**config.mk**
```make
export PLATFORM = sky130hd
export DESIGN_NAME = tsv_field_unescape_array_convert
export DESIGN_NICKNAME = d
export VERILOG_FILES = /design/src/rtl/core/tsvu_pkg.sv /design/src/rtl/core/tsvu_step.sv /design/src/rtl/core/tsv_field_unescape_array_convert.sv
export SDC_FILE = /design/constraint.sdc
export NUM_CORES = 1
export LEC_CHECK = 0
export BUFFER_PORTS_ARGS = -buffer_cell sky130_fd_sc_hd__buf_2
export CORE_ASPECT_RATIO = 0.6
export CORE_MARGIN = 4
export CORE_UTILIZATION = 60
export DETAILED_ROUTE_END_ITERATION = 6
export GPL_TIMING_DRIVEN = 0
export HOLD_SLACK_MARGIN = 0.12
export PLACE_DENSITY = 0.79
export REMOVE_ABC_BUFFERS = 1
export SLEW_MARGIN = 20
export SYNTH_ARGS = -nofsm -noshare
export SYNTH_HDL_FRONTEND = slang
export SYNTH_SLANG_ARGS = --single-unit
```
**constraint.sdc**
```tcl
create_clock -name i_clk -period 6.7 [get_ports i_clk]
set_input_delay 0 -clock i_clk [delete_from_list [all_inputs] [get_ports i_clk]]
set_output_delay 0 -clock i_clk [all_outputs]
set_load 0.02 [all_outputs]
```
**src/rtl/core/tsvu_pkg.sv**
```systemverilog
// Shared types and constants of the tab-separated field unescaper.
package tsvu_pkg;

    localparam int RES_MAX = 4;
    localparam int CNT_W   = $clog2(RES_MAX + 1);
    localparam int IDX_W   = $clog2(RES_MAX);

    typedef enum logic [2:0] {
        K_BYTE = 3'd0,
        K_MORE = 3'd1,
        K_LINE = 3'd2,
        K_DATA = 3'd3,
        K_ERR  = 3'd4
    } t_kind;

    typedef enum logic [3:0] {
        M_START     = 4'd0,
        M_START_BS  = 4'd1,
        M_START_BSN = 4'd2,
        M_PLAIN     = 4'd3,
        M_PLAIN_ESC = 4'd4,
        M_ARRAY     = 4'd5,
        M_STR       = 4'd6,
        M_STR_ESC   = 4'd7,
        M_AFTER     = 4'd8,
        M_DISCARD   = 4'd9
    } t_mode;

    typedef struct packed {
        t_kind      kind;
        logic [7:0] data;
        logic       nul;
    } t_result;

    // Results caused by one input byte: entry 0 goes out first.
    typedef struct packed {
        t_result [RES_MAX-1:0] r;
        logic    [CNT_W-1:0]   n;
    } t_res_set;

    localparam logic [7:0] C_TAB  = 8'h09;
    localparam logic [7:0] C_LF   = 8'h0A;
    localparam logic [7:0] C_LBRK = 8'h5B;
    localparam logic [7:0] C_RBRK = 8'h5D;
    localparam logic [7:0] C_LBRC = 8'h7B;
    localparam logic [7:0] C_RBRC = 8'h7D;
    localparam logic [7:0] C_SQ   = 8'h27;
    localparam logic [7:0] C_DQ   = 8'h22;
    localparam logic [7:0] C_N    = 8'h4E;
    localparam logic [7:0] C_BSL  = 8'h5C;

endpackage

```
**src/rtl/core/tsvu_step.sv**
```systemverilog
// Per-byte parser step: next mode, next depth and the results of one byte.
module tsvu_step
    import tsvu_pkg::*;
#(
    parameter int MAX_DEPTH = 15
) (
    input  t_mode                              i_mode,
    input  logic [$clog2(MAX_DEPTH+1)-1:0]     i_depth,
    input  logic [7:0]                         i_data,
    input  logic                               i_is_arr,
    input  logic                               i_last,
    output t_mode                              o_mode,
    output logic [$clog2(MAX_DEPTH+1)-1:0]     o_depth,
    output t_res_set                           o_res
);

    localparam int DEPTH_W = $clog2(MAX_DEPTH + 1);
    localparam logic [DEPTH_W-1:0] DEPTH_LIM = DEPTH_W'(MAX_DEPTH);

    typedef struct packed {
        t_res_set res;
        t_mode    mode;
    } t_pb;

    function automatic t_res_set push(input t_res_set s, input t_kind k,
                                      input logic [7:0] b, input logic nl);
        t_res_set o;
        o = s;
        if (s.n < CNT_W'(RES_MAX)) begin
            o.r[s.n[IDX_W-1:0]] = '{kind: k, data: b, nul: nl};
            o.n = s.n + CNT_W'(1);
        end
        return o;
    endfunction

    function automatic logic [7:0] unescape(input logic [7:0] c);
        logic [7:0] u;
        unique case (c)
            8'h6E:   u = 8'h0A;  // n
            8'h74:   u = 8'h09;  // t
            8'h30:   u = 8'h00;  // 0
            8'h72:   u = 8'h0D;  // r
            8'h62:   u = 8'h08;  // b
            8'h66:   u = 8'h0C;  // f
            default: u = c;
        endcase
        return u;
    endfunction

    // A byte of a plain field, shared by several modes.
    function automatic t_pb plain_byte(input t_res_set s, input t_mode m,
                                       input logic [7:0] c, input logic last);
        t_pb o;
        o.res  = s;
        o.mode = m;
        if (c == C_TAB) begin
            o.res = push(o.res, K_MORE, 8'h00, 1'b0);
            if (last) begin
                o.res = push(o.res, K_DATA, 8'h00, 1'b0);
            end
            o.mode = M_START;
        end else if (c == C_LF) begin
            o.res  = push(o.res, last ? K_DATA : K_LINE, 8'h00, 1'b0);
            o.mode = M_START;
        end else if (c == C_BSL) begin
            if (last) begin
                o.res = push(o.res, K_DATA, 8'h00, 1'b0);
            end else begin
                o.mode = M_PLAIN_ESC;
            end
        end else begin
            o.res  = push(o.res, K_BYTE, c, 1'b0);
            o.mode = M_PLAIN;
            if (last) begin
                o.res = push(o.res, K_DATA, 8'h00, 1'b0);
            end
        end
        return o;
    endfunction

    t_res_set           s;
    t_mode              m;
    logic [DEPTH_W-1:0] d;
    t_pb                pb;
    logic               err;

    always_comb begin
        s   = '0;
        m   = i_mode;
        d   = i_depth;
        pb  = '0;
        err = 1'b0;
        unique case (i_mode)
            M_START_BS: begin
                if (i_data == C_N) begin
                    if (i_last) begin
                        s = push(s, K_DATA, 8'h00, 1'b1);
                    end else begin
                        m = M_START_BSN;
                    end
                end else begin
                    s = push(s, K_BYTE, unescape(i_data), 1'b0);
                    m = M_PLAIN;
                    if (i_last) begin
                        s = push(s, K_DATA, 8'h00, 1'b0);
                    end
                end
            end
            M_START_BSN: begin
                if (i_data == C_TAB) begin
                    s = push(s, K_MORE, 8'h00, 1'b1);
                    if (i_last) begin
                        s = push(s, K_DATA, 8'h00, 1'b0);
                    end
                    m = M_START;
                end else if (i_data == C_LF) begin
                    s = push(s, i_last ? K_DATA : K_LINE, 8'h00, 1'b1);
                    m = M_START;
                end else begin
                    s  = push(s, K_BYTE, C_BSL, 1'b0);
                    s  = push(s, K_BYTE, C_N, 1'b0);
                    pb = plain_byte(s, m, i_data, i_last);
                    s  = pb.res;
                    m  = pb.mode;
                end
            end
            M_PLAIN: begin
                pb = plain_byte(s, m, i_data, i_last);
                s  = pb.res;
                m  = pb.mode;
            end
            M_PLAIN_ESC: begin
                if (i_data == C_N) begin
                    s = push(s, K_BYTE, C_BSL, 1'b0);
                    s = push(s, K_BYTE, C_N, 1'b0);
                end else begin
                    s = push(s, K_BYTE, unescape(i_data), 1'b0);
                end
                m = M_PLAIN;
                if (i_last) begin
                    s = push(s, K_DATA, 8'h00, 1'b0);
                end
            end
            M_ARRAY: begin
                if (i_data == C_SQ) begin
                    s   = push(s, K_BYTE, C_DQ, 1'b0);
                    m   = M_STR;
                    err = i_last;
                end else if (i_data == C_LBRK) begin
                    if (d >= DEPTH_LIM) begin
                        err = 1'b1;
                    end else begin
                        d   = d + DEPTH_W'(1);
                        s   = push(s, K_BYTE, C_LBRC, 1'b0);
                        err = i_last;
                    end
                end else if (i_data == C_RBRK) begin
                    s = push(s, K_BYTE, C_RBRC, 1'b0);
                    if (d != '0) begin
                        d = d - DEPTH_W'(1);
                    end
                    if (d == '0) begin
                        m = M_AFTER;
                        if (i_last) begin
                            s = push(s, K_DATA, 8'h00, 1'b0);
                        end
                    end else begin
                        err = i_last;
                    end
                end else begin
                    s   = push(s, K_BYTE, i_data, 1'b0);
                    err = i_last;
                end
            end
            M_STR: begin
                if (i_data == C_SQ) begin
                    s = push(s, K_BYTE, C_DQ, 1'b0);
                    m = M_ARRAY;
                end else if (i_data == C_DQ) begin
                    s = push(s, K_BYTE, C_BSL, 1'b0);
                    s = push(s, K_BYTE, C_DQ, 1'b0);
                end else if (i_data == C_BSL) begin
                    m = M_STR_ESC;
                end else begin
                    s = push(s, K_BYTE, i_data, 1'b0);
                end
                err = i_last;
            end
            M_STR_ESC: begin
                if (i_data == C_BSL) begin
                    s = push(s, K_BYTE, C_BSL, 1'b0);
                    s = push(s, K_BYTE, C_BSL, 1'b0);
                end else begin
                    s = push(s, K_BYTE, unescape(i_data), 1'b0);
                end
                m   = M_STR;
                err = i_last;
            end
            M_AFTER: begin
                if (i_data == C_TAB) begin
                    s = push(s, K_MORE, 8'h00, 1'b0);
                    if (i_last) begin
                        s = push(s, K_DATA, 8'h00, 1'b0);
                    end
                    m = M_START;
                end else if (i_data == C_LF) begin
                    s = push(s, i_last ? K_DATA : K_LINE, 8'h00, 1'b0);
                    m = M_START;
                end else begin
                    err = 1'b1;
                end
            end
            M_DISCARD: begin
                m = M_DISCARD;
            end
            default: begin
                // Start of a field.
                if (i_data == C_BSL) begin
                    if (i_last) begin
                        s = push(s, K_DATA, 8'h00, 1'b0);
                    end else begin
                        m = M_START_BS;
                    end
                end else if (i_is_arr && i_data == C_LBRK) begin
                    s   = push(s, K_BYTE, C_LBRC, 1'b0);
                    d   = DEPTH_W'(1);
                    m   = M_ARRAY;
                    err = i_last;
                end else begin
                    pb = plain_byte(s, m, i_data, i_last);
                    s  = pb.res;
                    m  = pb.mode;
                end
            end
        endcase

        if (err) begin
            s = push(s, K_ERR, 8'h00, 1'b0);
            m = M_DISCARD;
            d = '0;
        end
        // The end of a buffer always leaves the parser ready for the next one.
        if (i_last) begin
            m = M_START;
            d = '0;
        end
    end

    assign o_mode  = m;
    assign o_depth = d;
    assign o_res   = s;

endmodule

```
**src/rtl/core/tsv_field_unescape_array_convert.sv**
```systemverilog
// Top level of the tab-separated field parser with array literal conversion.
//
// The slave channel takes one byte of a text buffer per transfer: tdata is
// the byte, tuser flags an array column (sampled on a field's first byte) and
// tlast marks the buffer's final byte. The master channel gives one result per
// transfer: tdata is the value byte (zero unless the kind is a value byte),
// tuser holds the result kind and the null flag, and tlast marks the final
// result caused by one input byte.
// The parser state is updated in the cycle a byte is accepted, and that
// byte's results (zero to four) land in a four-entry result buffer. The first
// result is offered in the cycle after the byte's transfer. The buffer drains
// one result per cycle while the receiver is ready. A new byte is accepted
// while the last buffered result leaves, so bytes stream at one per cycle
// when each byte gives at most one result and the receiver is ready.
// When the receiver stalls, the buffer holds and the slave side stops taking
// bytes once the buffer has more than one result or the final one is held.
// Reset clears the buffer and returns the parser to the start of a field with
// no open brackets.
module tsv_field_unescape_array_convert
    import tsvu_pkg::*;
#(
    parameter int MAX_DEPTH = 15
) (
    input  logic       i_clk,
    input  logic       i_rst_n,
    input  logic       i_s_axis_tvalid,
    output logic       o_s_axis_tready,
    input  logic [7:0] i_s_axis_tdata,   // [7:0] data_byte
    input  logic       i_s_axis_tuser,   // [0] column_is_array
    input  logic       i_s_axis_tlast,   // is_last_byte
    output logic       o_m_axis_tvalid,
    input  logic       i_m_axis_tready,
    output logic [7:0] o_m_axis_tdata,   // [7:0] out_byte
    output logic [3:0] o_m_axis_tuser,   // [2:0] result_kind, [3] null_field
    output logic       o_m_axis_tlast    // last_of_run
);

    localparam int DEPTH_W = $clog2(MAX_DEPTH + 1);

    t_mode                 r_mode,  n_mode;
    logic [DEPTH_W-1:0]    r_depth, n_depth;
    t_result [RES_MAX-1:0] r_buf,   n_buf;
    logic [CNT_W-1:0]      r_cnt,   n_cnt;

    t_mode                 step_mode;
    logic [DEPTH_W-1:0]    step_depth;
    t_res_set              step_res;
    logic                  s_acc;
    logic                  m_pop;

    tsvu_step #(
        .MAX_DEPTH (MAX_DEPTH)
    ) u_step (
        .i_mode   (r_mode),
        .i_depth  (r_depth),
        .i_data   (i_s_axis_tdata),
        .i_is_arr (i_s_axis_tuser),
        .i_last   (i_s_axis_tlast),
        .o_mode   (step_mode),
        .o_depth  (step_depth),
        .o_res    (step_res)
    );

    assign o_m_axis_tvalid = (r_cnt != '0);
    assign m_pop           = o_m_axis_tvalid && i_m_axis_tready;
    assign o_s_axis_tready = (r_cnt == '0) || ((r_cnt == CNT_W'(1)) && i_m_axis_tready);
    assign s_acc           = i_s_axis_tvalid && o_s_axis_tready;

    always_comb begin
        n_mode  = r_mode;
        n_depth = r_depth;
        n_buf   = r_buf;
        n_cnt   = r_cnt;
        if (s_acc) begin
            // The buffer is empty or emptying, so the new results replace it.
            n_mode  = step_mode;
            n_depth = step_depth;
            n_buf   = step_res.r;
            n_cnt   = step_res.n;
        end else if (m_pop) begin
            for (int i = 0; i < RES_MAX - 1; i++) begin
                n_buf[i] = r_buf[i+1];
            end
            n_cnt = r_cnt - CNT_W'(1);
        end
    end

    always_ff @(posedge i_clk) begin
        if (!i_rst_n) begin
            r_mode  <= M_START;
            r_depth <= '0;
            r_cnt   <= '0;
        end else begin
            r_mode  <= n_mode;
            r_depth <= n_depth;
            r_cnt   <= n_cnt;
        end
    end

    always_ff @(posedge i_clk) begin
        r_buf <= n_buf;
    end

    assign o_m_axis_tdata = r_buf[0].data;
    assign o_m_axis_tuser = {r_buf[0].nul, r_buf[0].kind};
    assign o_m_axis_tlast = (r_cnt == CNT_W'(1));

    a_cnt_bound: assert property (@(posedge i_clk) disable iff (!i_rst_n)
        r_cnt <= CNT_W'(RES_MAX))
        else $error("result buffer count above its size");

    a_depth_bound: assert property (@(posedge i_clk) disable iff (!i_rst_n)
        r_depth <= DEPTH_W'(MAX_DEPTH))
        else $error("nesting depth above its limit");

    a_buf_end: assert property (@(posedge i_clk) disable iff (!i_rst_n)
        (s_acc && i_s_axis_tlast) |=> (r_mode == M_START && r_depth == '0))
        else $error("parser not back at field start after buffer end");

    a_discard_depth: assert property (@(posedge i_clk) disable iff (!i_rst_n)
        (r_mode == M_DISCARD) |-> (r_depth == '0))
        else $error("depth kept while discarding");

    a_marker_data: assert property (@(posedge i_clk) disable iff (!i_rst_n)
        (o_m_axis_tvalid && r_buf[0].kind != K_BYTE) |-> (o_m_axis_tdata == 8'h00))
        else $error("field end or error carries a data byte");

endmodule

```
-- Yosys cells after proc, flatten, opt, wreduce, memory -nomap -nowiden
Cells that the tools add are included.
- register bits after elaboration: 59
- bits in latches: 0
- memory bits (writable): 0
- memory bits (read-only): 0
- output and inout bits: 15
- logic and storage cells: 376
- memories kept: 0
- add/sub/neg operators: 19
- multiply operators: 0
- div/mod/pow operators: 0
- magnitude comparators: 49
- equality and inequality tests: 35
- shift operators: 0
- mux-type cells: 177
- bitwise logic cells: 48
- reductions and logical operators: 33
- operator list (kind ; count):
    $mux W51 ; 51
    $mux W15 ; 34
    $not A40 Y40 ; 12
    $pmux W51 S9 ; 1
    $demux W12 S2 ; 16
    $and A10 B40 Y40 ; 9
    $mux W55 ; 6
    $mux W12 ; 17
    $and A40 B40 Y40 ; 3
    $mux W4 ; 29
    $and A8 B32 Y32 ; 3
    $not A32 Y32 ; 3
    $eq A8 B7 Y1 const B ; 9
    $mux W36 ; 2
    $or A2 B8 Y8 ; 9
    $add A3 B1 Y3 const B ; 16
    $bwmux W48 ; 1
    $lt A2 B3 Y1 const B ; 16
    $lt A3 B3 Y1 const B ; 16
    $or A4 B16 Y16 ; 3
    $pmux W8 S6 ; 1
    $and A44 B44 Y44 ; 1
    $not A44 Y44 ; 1
    $pmux W4 S9 ; 1
    37 further kinds ; 101

-- Logic depth before layout (Yosys ltp)
Gate-level depths: netlist of the first run.
- depth after elaboration: 45
- gate-level depth with buffers: 12
- mapped depth without buffers: 10

-- Cells and area by module
Synthesis of the first run repeated with hierarchy kept, for this count alone.
- cell total of the unflattened synthesis: 584
- area total of the unflattened synthesis: 4705.8 sq um
- by module, submodules not included (module ; instances ; cells each ; area each (sq um) ; sequential area each (sq um)):
    tsv_field_unescape_array_convert ; 1 ; 244 ; 2555.0 ; 1661.6
    tsvu_step ; 1 ; 340 ; 2150.8 ; 0.0

-- Least setup slack after synthesis of the first run
No wires, ideal clock.
- path kind: register to register
- start: register r_depth[1]
- end: register r_buf[22] (netlist name) (data pin)
- library setup time: 0.261 ns
- arrival time: 2.363 ns
- required time: 6.439 ns
- setup slack: 4.076 ns
- cell stages (with the launch flop): 10
- path buffers: 0
- path through: dfxtp_1 -> inv_1 -> ha_1 -> and4_1 -> nor3_1 -> o31a_1 -> o31ai_4 -> a311oi_4 -> nor2_2 -> a221o_1
- word-level cells in the longest chain between the ends: 21
- elaborated cells on any way between the ends: 32
- classes of those cells: 1 x add/sub; 4 x order compare; 22 x mux; 2 x bitwise; 3 x reduce/logical
- RTL lines (what ; line ; source):
    start, declared ; tsv_field_unescape_array_convert.sv:41 ; logic [DEPTH_W-1:0] r_depth, n_depth;
    start signal, assigned ; tsv_field_unescape_array_convert.sv:95 ; r_depth <= n_depth;
    $sub A4 B1 Y4 or $reduce_bool A4 Y1 (tied branches) ; tsvu_step.sv:160, tsvu_step.sv:159 ;
    $mux W4 ; tsvu_step.sv:159 ; if (d != '0) begin
    $mux W4 ; tsvu_step.sv:157 ; end else if (i_data == C_RBRK) begin
    $mux W4 ; tsvu_step.sv:149 ; end else if (i_data == C_LBRK) begin
    $mux W4 ; tsvu_step.sv:145 ; if (i_data == C_SQ) begin
    $mux W4 ; tsvu_step.sv:93 ; unique case (i_mode)
    $logic_not A4 Y1 ; tsvu_step.sv:162 ; if (d == '0) begin
    $mux W51 ; tsvu_step.sv:162 ;
    [... 5 more ...] ; n/a ;
    $logic_and A1 B1 Y1 (implied by the code) ; tsvu_step.sv:30 ; o.r[s.n[IDX_W-1:0]] = '{kind: k, data: b, nul: nl};
    $mux W12 (implied by the code) ; tsvu_step.sv:30 ;
    $demux W12 S2 ; n/a ;
    $not A44 Y44 (no source line) ; n/a ;
    $and A44 B44 Y44 (no source line) ; n/a ;
    $mux W51 ; tsvu_step.sv:29 ; if (s.n < CNT_W'(RES_MAX)) begin
    $mux W51 * ; tsvu_step.sv:237 ; if (err) begin
    $mux W36 * ; tsv_field_unescape_array_convert.sv:74 ; if (s_acc) begin
    end signal, assigned ; tsv_field_unescape_array_convert.sv:101 ; r_buf <= n_buf;
    end, declared ; tsv_field_unescape_array_convert.sv:42 ; t_result [RES_MAX-1:0] r_buf, n_buf;
Mark *: on every way between the ends. The rest lies on a longest branch, timed or not. The select of a mux whose other input is x is not followed.
A chain may end at the register's enable or synchronous reset.

-- Worst setup path after layout of the first run
- start: register r_mode[0]
- end: register r_buf[22] (netlist name) (data pin)
- word-level cells in the longest chain between the ends: 11
- elaborated cells on any way between the ends: 24
- classes of those cells: 3 x order compare; 9 x eq/ne; 7 x mux; 2 x bitwise; 3 x reduce/logical
- RTL lines (what ; line ; source):
    start, declared ; tsv_field_unescape_array_convert.sv:40 ; t_mode r_mode, n_mode;
    start signal, assigned ; tsv_field_unescape_array_convert.sv:94 ; r_mode <= n_mode;
    $eq A4 B4 Y1 (tied with other cells) ; tsvu_step.sv:93 ;
    $pmux W51 S9 ; tsvu_step.sv:93 ;
    $lt A2 B3 Y1 (implied by the code) or $ge A2 B1 Y1 (tied branches) ; tsvu_step.sv:30 ;
    $logic_and A1 B1 Y1 (implied by the code) ; tsvu_step.sv:30 ;
    $mux W12 (implied by the code) ; tsvu_step.sv:30 ;
    $demux W12 S2 ; n/a ;
    $not A44 Y44 (no source line) ; n/a ;
    $and A44 B44 Y44 (no source line) ; n/a ;
    $mux W51 ; tsvu_step.sv:29 ;
    $mux W51 * ; tsvu_step.sv:237 ;
    $mux W36 * ; tsv_field_unescape_array_convert.sv:74 ;
Mark *: on every way between the ends. The rest lies on a longest branch, timed or not.

==> flow_metrics.env, run 1 <==
export IMPL_cts_tree="yes"
export IMPL_fin_nets=498
export IMPL_worstSetupPathType="flip-flop to flip-flop"
export IMPL_status="finished, final reports clean"
export IMPL_syn_avg_cell_area_um2=8.40
export IMPL_wire_per_inst_um=22.4
export IMPL_layout_cells_most_common="nand2_1"
export IMPL_synthArstFlopShare=0
export IMPL_hp_class="primary input to flip-flop"
export IMPL_grt_max_degree=38
export IMPL_ant_nets=0
export IMPL_start_util=0.640
export IMPL_hold_viol=0
export IMPL_fp_row_count=22
export IMPL_die_h_um=71.6
export IMPL_core_area_um2=6330
export IMPL_relSlewSlack=0.253
export IMPL_first_iter_violations=783
export IMPL_drc_errors=0
export IMPL_cp_max_fo=28
export IMPL_holdWs_ps=179
export IMPL_ys_ff_latch=45
export IMPL_syn2layout_area_growth_pct=3.55
export IMPL_period_needed_ps=3720
export IMPL_clock_path_buffers=2
export IMPL_synth_warnings=0
export IMPL_port_buffers=28
export IMPL_p_leak_nw=1.55
export IMPL_final_cell_mix="49 x nand2_1, 39 x nor2_1, 34 x edfxtp_1"
export IMPL_ys_flop_type="edfxtp_1"
export IMPL_path_cells="nand4bb_1 > a31oi_1 > o21ai_0 > a311oi_4 > nor2_2 > a221o_1"
export IMPL_grtUsageTotal=0.305
export IMPL_grt_pass1_vias=3509
export IMPL_cp_arrival_ps=3730
export IMPL_die_x_um=114
export IMPL_grt_remaining_overflow=0
export IMPL_grt_pass1_wl_um=19700
export IMPL_hpwl_um=8830
export IMPL_cpPeakStageDelay_ps=990
export IMPL_worstSetupStartpointType="flip-flop"
export IMPL_synth_cells=482
export IMPL_ioPinCount=29
export IMPL_drv_cap=0
export IMPL_antenna_found_initial=0
export IMPL_drive_above_1_share=0.156
export IMPL_worst_slew_pin_slew_ps=1120
export IMPL_dieArea_um2=8170
export IMPL_rsz0062_at_grt="false"
export IMPL_crit_path_top_delay_cell="dfxtp_1"
export IMPL_maxSlewViolCount=0
export IMPL_clockRootBuffer="clkbuf_16"
export IMPL_first_pass_iters=6
export IMPL_cp_data_required_time_ps=6710
export IMPL_powerDensity_nw_per_um2=336
export IMPL_synth_seq_area_share=0.306
export IMPL_cts_setup_buffers=0
export IMPL_post_drt_via_cell_ratio=7.21
export IMPL_endpoint_kind="flip-flop"
export IMPL_gp_congestion=0.961
export IMPL_yosysTopAreaCellShare=0.252
export IMPL_yosysTopAreaCell="edfxtp_1"
export IMPL_path_clk_slew_ps=70
export IMPL_ys_types=86
export IMPL_synth_edf_count=34
export IMPL_fmax_ghz=0.269
export IMPL_clk_insertion_delay_late_ps=290
export IMPL_cts_sinks=45
export IMPL_numCtsBuffers=5
export IMPL_worst_slack_ps=2980
export IMPL_synth_area_leaders="edfxtp_1 25%, dfxtp_1 5.4%, nand2_1 4.6%"
export IMPL_setup_tns_ps=0
export IMPL_htree_levels=2
export IMPL_num_vias=4024
export IMPL_synth_area_um2=4050
export IMPL_setup_viol=0
export IMPL_pre_cts_ws_ps=3070
export IMPL_clock_skew_ps=3.35
export IMPL_drt_total_wl_um=12500
export IMPL_finalCritPeriodShare=0.555
export IMPL_vdd_drop_max_mv=0.217
export IMPL_antenna_cells=0
-- worst max-delay path, delay by kind of cell (launching register included) --
kind,cells,cell delay (ps)
compound gates,4,1870
flops,1,990
simple gates,2,570
-- sequential cells by signal (all words and copies together), names as in the netlist --
signal	flops
o_m_axis_tdata	8
r_mode	4
r_depth	4
o_m_axis_tuser	4
r_buf	22
r_cnt	3
-- cell type report --
type	count	area (um^2)
tap	84	105
multi-input combinational	374	2480
inverter	16	60.1
clock inverter	3	17.5
timing repair buffer	31	165
fill	531	2140
sequential	45	1240
clock buffer	5	125
-- synthesized netlist by cell type (3+ instances only) --
cell type  count
nor2b_1       10
o21a_1         3
a31oi_1        7
and2_1        11
o211ai_1       4
a221oi_1       3
buf_4         14
nand4bb_1      3
and4bb_2       4
xnor2_1        4
nor2_1        39
nor3_1        20
nand3_1       16
o32ai_1        3
nand4_1        6
nor3b_1        5
o31ai_1        4
buf_6          6
nor2_2         3
or4_1          4
or3_1          3
and3_1         8
ha_1          11
o31a_1         3
a22oi_1        3
nor4b_1        4
nor4_1         4
mux2i_1        4
buf_2          8
edfxtp_1      34
a21oi_1       33
nand2b_1       3
nand2_1       50
a32oi_1        3
o311ai_0       4
clkbuf_1      18
o21bai_1       3
o22ai_1        3
inv_1         16
dfxtp_1       11
a31o_2         3
o21ai_0       24
a21o_1         3
-- power by group --
| part | switching, mW | total (mW) | internal (mW) | leakage, nW |
|---|---|---|---|---|
| clock network | 0.113 | 0.250 | 0.137 | 0.0696 |
| logic | 0.428 | 0.636 | 0.208 | 1.04 |
| registers | 0.0684 | 0.524 | 0.456 | 0.433 |
-- cells by family (layout without fill, tap and decap cells) --
logic type / Yosys count / count (layout) / synth area share
multiplexers: 4 / 4 / 0.00989
buffers and inverters: 63 / 55 / 0.0853
other: 1 / 1 / 0.000926
adder cells (fa/ha/maj): 11 / 11 / 0.0340
AO/OA/AOI/OAI: 137 / 137 / 0.243
AND/OR/NAND/NOR: 217 / 217 / 0.312
XOR/XNOR: 4 / 4 / 0.00865
flip-flops: 45 / 45 / 0.306
-- what timing repair did --
action,4_1_cts,5_1_grt
hold buffers,2,0
gates resized for setup,0,0
endpoints found under the hold margin,4,0
-- metal layers --
metal	part of all wire	track usage
met1	0.45	0.475
met2	0.40	0.423
met4	0.015	0.0606
met5	0	0
met3	0.14	0.0734
-- stage by stage --
stage / std cells / util / cell area, um^2 / power [mW]
finish: 558 / 0.662 / 4190 / 1.41
global route: 558 / 0.662 / 4190 / 1.48
CTS: 558 / 0.661 / 4190 / 1.39
detailed placement: 548 / 0.636 / 4020 / 1.14
global placement: 547 / 0.633 / 4010 / 1.13
floorplan: 435 / - / 3760 / 0.935
-- final timing paths --
path                                start                       to  slack, ps  depth (start not counted)
setup / recovery   r_mode[0]$_SDFFE_PN0P_      r_buf[22]$_DFFE_PP_       2980                          6
hold / removal          i_s_axis_tdata[6]  r_buf[31]$_SDFFCE_PN0P_        180                          2
setup reg to reg   r_mode[0]$_SDFFE_PN0P_      r_buf[22]$_DFFE_PP_       2980                          6
hold reg to reg   r_buf[25]$_SDFFCE_PN0P_  r_buf[13]$_SDFFCE_PP0P_        530                          1
No activity file was read; power rests on OpenSTA's default activity.
==> inputs of run 2 (changes only) <==
CORE_UTILIZATION = 56   (was 60)
PLACE_DENSITY = 0.78   (was 0.79)
clock period = 3.1 ns   (was 6.7 ns; I/O delays follow)
==> flow_metrics.env, run 2 (synthesized netlist as in run 1, its figures left out) <==
export IMPL_status="finished, final reports clean"
export IMPL_drv_cap=0
export IMPL_num_vias=4006
export IMPL_worst_path_buf_inv=2
export IMPL_maxSlewViolCount=0
export IMPL_cts_tree="yes"
export IMPL_p_leak_nw=1.57
export IMPL_hold_viol=0
export IMPL_drc_errors=0
export IMPL_wire_per_inst_um=22.6
export IMPL_grt_pass1_wl_um=19800
export IMPL_largest_register="r_buf"
export IMPL_core_area_um2=6850
export IMPL_post_drt_via_cell_ratio=7.09
export IMPL_final_util=0.628
export IMPL_fp_row_count=23
export IMPL_clock_skew_ps=9.50
export IMPL_fin_nets=502
export IMPL_period_needed_ps=2970
export IMPL_fmax_ghz=0.337
export IMPL_grt_max_degree=39
export IMPL_grt_pass1_vias=3474
export IMPL_cp_max_fo=7
export IMPL_setup_viol=0
export IMPL_worstSetupStartpointType="flip-flop"
export IMPL_path_delay_family="compound AO/OA/AOI/OAI gates"
export IMPL_worst_slack_ps=130
export IMPL_relSlewSlack=0.512
export IMPL_die_h_um=73.9
export IMPL_endpoint_kind="flip-flop"
export IMPL_numCtsBuffers=5
export IMPL_setup_tns_ps=0
export IMPL_hpwl_um=8910
export IMPL_path_clk_slew_ps=70
export IMPL_fillers=620
export IMPL_start_util=0.591
export IMPL_rsz0062_at_grt="false"
export IMPL_port_buffers=28
export IMPL_die_x_um=118
export IMPL_htree_levels=2
export IMPL_ant_nets=0
export IMPL_grt_remaining_overflow=0
export IMPL_clockRootBuffer="clkbuf_16"
export IMPL_ioPinCount=29
export IMPL_clk_insertion_delay_late_ps=300
export IMPL_hp_class="primary input to flip-flop"
export IMPL_syn2layout_area_growth_pct=6.24
export IMPL_worstSetupPathType="flip-flop to flip-flop"
export IMPL_first_pass_iters=6
export IMPL_drive_above_1_share=0.186
export IMPL_cpPeakStageDelay_ps=410
export IMPL_vdd_drop_max_mv=0.713
export IMPL_dieArea_um2=8700
export IMPL_layout_cells_most_common="nand2_1"
export IMPL_antenna_found_initial=0
export IMPL_worst_slew_pin_slew_ps=722
export IMPL_cp_arrival_ps=3050
export IMPL_gp_congestion=0.966
export IMPL_pre_cts_ws_ps=-559
export IMPL_clock_path_buffers=2
export IMPL_finalCritPeriodShare=0.958
export IMPL_cts_sinks=45
export IMPL_drt_total_wl_um=12800
export IMPL_powerDensity_nw_per_um2=721
export IMPL_final_cell_mix="49 x nand2_1, 39 x nor2_1, 34 x edfxtp_1"
export IMPL_crit_path_top_delay_cell="dfxtp_2"
export IMPL_largest_reg_flops=22
export IMPL_antenna_cells=0
export IMPL_cp_data_required_time_ps=3180
export IMPL_first_iter_violations=608
export IMPL_grtUsageTotal=0.294
export IMPL_path_cells="inv_1 > ha_1 > nor4bb_4 > nor3_4 > o31a_1 > o31ai_4 > a311oi_4 > buf_4 > o31ai_1"
run 2: metal layers:
metal / wire (um) / part of all wire / global-route usage / up-vias
met2: 5090 / 0.40 / 0.414 / 269
li1: - / - / - / 1803
met5: 0 / 0 / 0 / -
met1: 5820 / 0.46 / 0.443 / 1899
met4: 265 / 0.021 / 0.0701 / 0
met3: 1610 / 0.13 / 0.0815 / 35
run 2: final timing paths:
path | from | endpoint | slack [ps] | cells past startpoint
hold reg to reg | r_buf[20]$_SDFFCE_PP0P_ | o_m_axis_tdata[7]$_DFFE_PP_ | 520 | 2
setup reg to reg | r_depth[1]$_SDFFE_PN0P_ | r_buf[18]$_DFFE_PP_ | 130 | 9
hold / removal | i_s_axis_tdata[7] | r_buf[32]$_SDFFCE_PN0P_ | 200 | 2
setup / recovery | r_depth[1]$_SDFFE_PN0P_ | r_buf[18]$_DFFE_PP_ | 130 | 9
run 2: layout make-up:
cell class,count,area [um^2],share of cell area
multi-input cells,374,2540,0.589
flip-flops and latches,45,1250,0.290
repair buffers,34,190,0.0442
clock buffers,5,125,0.0291
well taps,87,109,0.0253
inverters,16,63.8,0.0148
clock inverters,3,25.0,0.00582
repair inverters,1,5.00,0.00116
run 2: what timing repair did:
item / in CTS / in global routing
buffers inserted: 2 / 1
gates resized for setup: 7 / 10
gates cloned: 1 / 0
endpoints found under the setup margin: 19 / 20
pin swaps: 2 / 1
hold buffers: 2 / 0
endpoints found under the hold margin: 4 / 0
run 2: power breakdown:
group	leakage [nW]	total [mW]	switching, mW	internal, mW
combinational	1.06	1.40	0.941	0.460
clock	0.0704	0.560	0.257	0.304
sequential	0.436	1.14	0.153	0.986
total	1.57	3.10	1.35	1.75
run 2: metrics by stage:
| step | hold WS (ps) | total power, mW | area [um^2] | std cells |
|---|---|---|---|---|
| detailed placement | 313 | 2.46 | 4030 | 551 |
| global placement | 306 | 2.44 | 4010 | 550 |
| CTS | 174 | 3.06 | 4240 | 564 |
| global route | 190 | 3.27 | 4300 | 565 |
| floorplan | 122 | 2.02 | 3760 | 435 |
| finish | 203 | 3.10 | 4300 | 565 |
==> inputs of run 3 (changes only) <==
CORE_ASPECT_RATIO = 0.7   (was 0.6)
==> flow_metrics.env, run 3 (synthesized netlist as in run 1, its figures left out) <==
export IMPL_start_util=0.589
export IMPL_hpwl_um=9020
export IMPL_p_leak_nw=1.54
export IMPL_ant_nets=0
export IMPL_cts_sinks=45
export IMPL_clock_path_buffers=2
export IMPL_maxSlewViolCount=0
export IMPL_largest_register="r_buf"
export IMPL_drv_cap=0
export IMPL_grt_max_degree=39
export IMPL_grtUsageTotal=0.304
export IMPL_cpPeakStageDelay_ps=1050
export IMPL_path_cells="nor4bb_1 > and3_1 > o221ai_1 > o21ai_0 > nor4_2 > nand3b_1 > o21ai_1"
export IMPL_hold_viol=0
export IMPL_htree_levels=2
export IMPL_fp_row_count=25
export IMPL_largest_reg_flops=22
export IMPL_cts_tree="yes"
export IMPL_drt_total_wl_um=12700
export IMPL_numCtsBuffers=5
export IMPL_worstSetupPathType="flip-flop to flip-flop"
export IMPL_layout_cells_most_common="nand2_1"
export IMPL_crit_path_top_delay_cell="nor4bb_1"
export IMPL_endpoint_kind="flip-flop"
export IMPL_fin_nets=502
export IMPL_cp_max_fo=28
export IMPL_syn2layout_area_growth_pct=4.66
export IMPL_vdd_drop_max_mv=0.605
export IMPL_final_cell_area_um2=4240
export IMPL_port_buffers=28
export IMPL_grt_pass1_wl_um=20100
export IMPL_antenna_cells=0
export IMPL_period_needed_ps=3080
export IMPL_setup_tns_ps=0
export IMPL_r2r_slack_ps=20
export IMPL_clockRootBuffer="clkbuf_8"
export IMPL_ioPinCount=29
export IMPL_power_mw=2.97
export IMPL_fmax_ghz=0.325
export IMPL_die_x_um=110
export IMPL_path_clk_slew_ps=100
export IMPL_die_h_um=79.2
export IMPL_drive_above_1_share=0.176
export IMPL_drc_errors=0
export IMPL_worst_slew_pin_slew_ps=1170
export IMPL_first_iter_violations=614
export IMPL_grt_remaining_overflow=0
export IMPL_wire_per_inst_um=22.2
export IMPL_place_area_um2=4040
export IMPL_clk_insertion_delay_late_ps=310
export IMPL_whs_endpoint="r_buf[31]$_SDFFCE_PN0P_"
export IMPL_antenna_found_initial=0
export IMPL_dieArea_um2=8680
export IMPL_worstSetupStartpointType="flip-flop"
export IMPL_num_vias=3951
export IMPL_r2r_worst_path_cells=7
export IMPL_post_drt_via_cell_ratio=6.91
export IMPL_grt_pass1_vias=3607
export IMPL_worst_slack_ps=20.4
export IMPL_core_area_um2=6880
export IMPL_relSlewSlack=0.212
export IMPL_status="finished, final reports clean"
export IMPL_hp_class="primary input to flip-flop"
export IMPL_final_cell_mix="49 x nand2_1, 39 x nor2_1, 34 x edfxtp_1"
export IMPL_setup_viol=0
export IMPL_finalCritPeriodShare=0.993
export IMPL_pre_cts_ws_ps=-373
export IMPL_clock_skew_ps=11.0
export IMPL_hold_path_startpoint="i_s_axis_tdata[6]"
export IMPL_reg2reg_from="r_mode[0]$_SDFFE_PN0P_"
export IMPL_min_path_cells=2
export IMPL_gp_congestion=1.07
export IMPL_cp_arrival_ps=3130
export IMPL_powerDensity_nw_per_um2=701
export IMPL_r2r_end="o_m_axis_tuser[2]$_DFFE_PP_"
export IMPL_cp_data_required_time_ps=3150
export IMPL_first_pass_iters=6
-- run 3: changes by cell type in the layout (fill, tap and decap cells not counted), moves of 2 or more --
cell       previous run  this run
nor4b_1               2         4
clkbuf_16             5         0
nor4b_2               3         1
clkbuf_8              0         5
-- run 3: critical path, delay by kind of cell (launching register included) --
| kind | cells | cell delay (ps) |
|---|---|---|
| DFF | 1 | 690 |
| AOI/OAI and AO/OA | 3 | 400 |
| and+or+nand+nor | 4 | 1710 |
-- run 3: timing repair --
item / CTS / global route
hold buffers: 2 / 0
gates cloned: 1 / 0
pin swaps: 0 / 2
setup buffers: 0 / 3
endpoints found under the setup margin: 20 / 19
gates resized for setup: 6 / 7
endpoints found under the hold margin: 4 / 0
-- run 3: metal layers --
| layer | GRT usage | wire, um |
|---|---|---|
| met5 | 0 | 0 |
| met2 | 0.417 | 5060 |
| met3 | 0.0837 | 1830 |
| met4 | 0.0822 | 272 |
| met1 | 0.461 | 5520 |
-- run 3: report_power, final --
group	internal (mW)	switching, mW	total [mW]
registers	0.984	0.131	1.11
clock network	0.238	0.223	0.461
logic	0.456	0.940	1.40
total	1.68	1.29	2.97
-- run 3: worst max-delay path by stage --
stage / slack (ps) / cells past startpoint / endpoint / from
global placement: -1290 / 11 / o_m_axis_tdata[4]$_DFFE_PP_ / i_s_axis_tdata[2]
detailed placement: -370 / 6 / r_buf[22]$_DFFE_PP_ / r_mode[2]$_SDFFE_PN0P_
global route: -4 / 10 / r_buf[15]$_DFFE_PP_ / r_depth[1]$_SDFFE_PN0P_
floorplan: 160 / 10 / r_buf[22]$_DFFE_PP_ / i_s_axis_tdata[7]
CTS: -20 / 9 / r_buf[22]$_DFFE_PP_ / r_depth[1]$_SDFFE_PN0P_
finish: 20 / 7 / o_m_axis_tuser[2]$_DFFE_PP_ / r_mode[0]$_SDFFE_PN0P_
-- run 3: final cells by class --
class	instances	area, um^2
fill	659	2640
multi-input combinational	374	2500
sequential	45	1250
timing repair buffer	34	188
tap	94	118
clock buffer	5	68.8
inverter	16	63.8
clock inverter	3	41.3
timing repair inverter	1	5.00
-- run 3: metrics by stage --
step | hold WS [ps] | utilization | instances
after floorplan | 122 | - | 435
after global placement | 314 | 0.585 | 557
after detailed placement | 317 | 0.587 | 558
after CTS | 161 | 0.608 | 569
after global routing | 195 | 0.616 | 572
final | 182 | 0.616 | 572
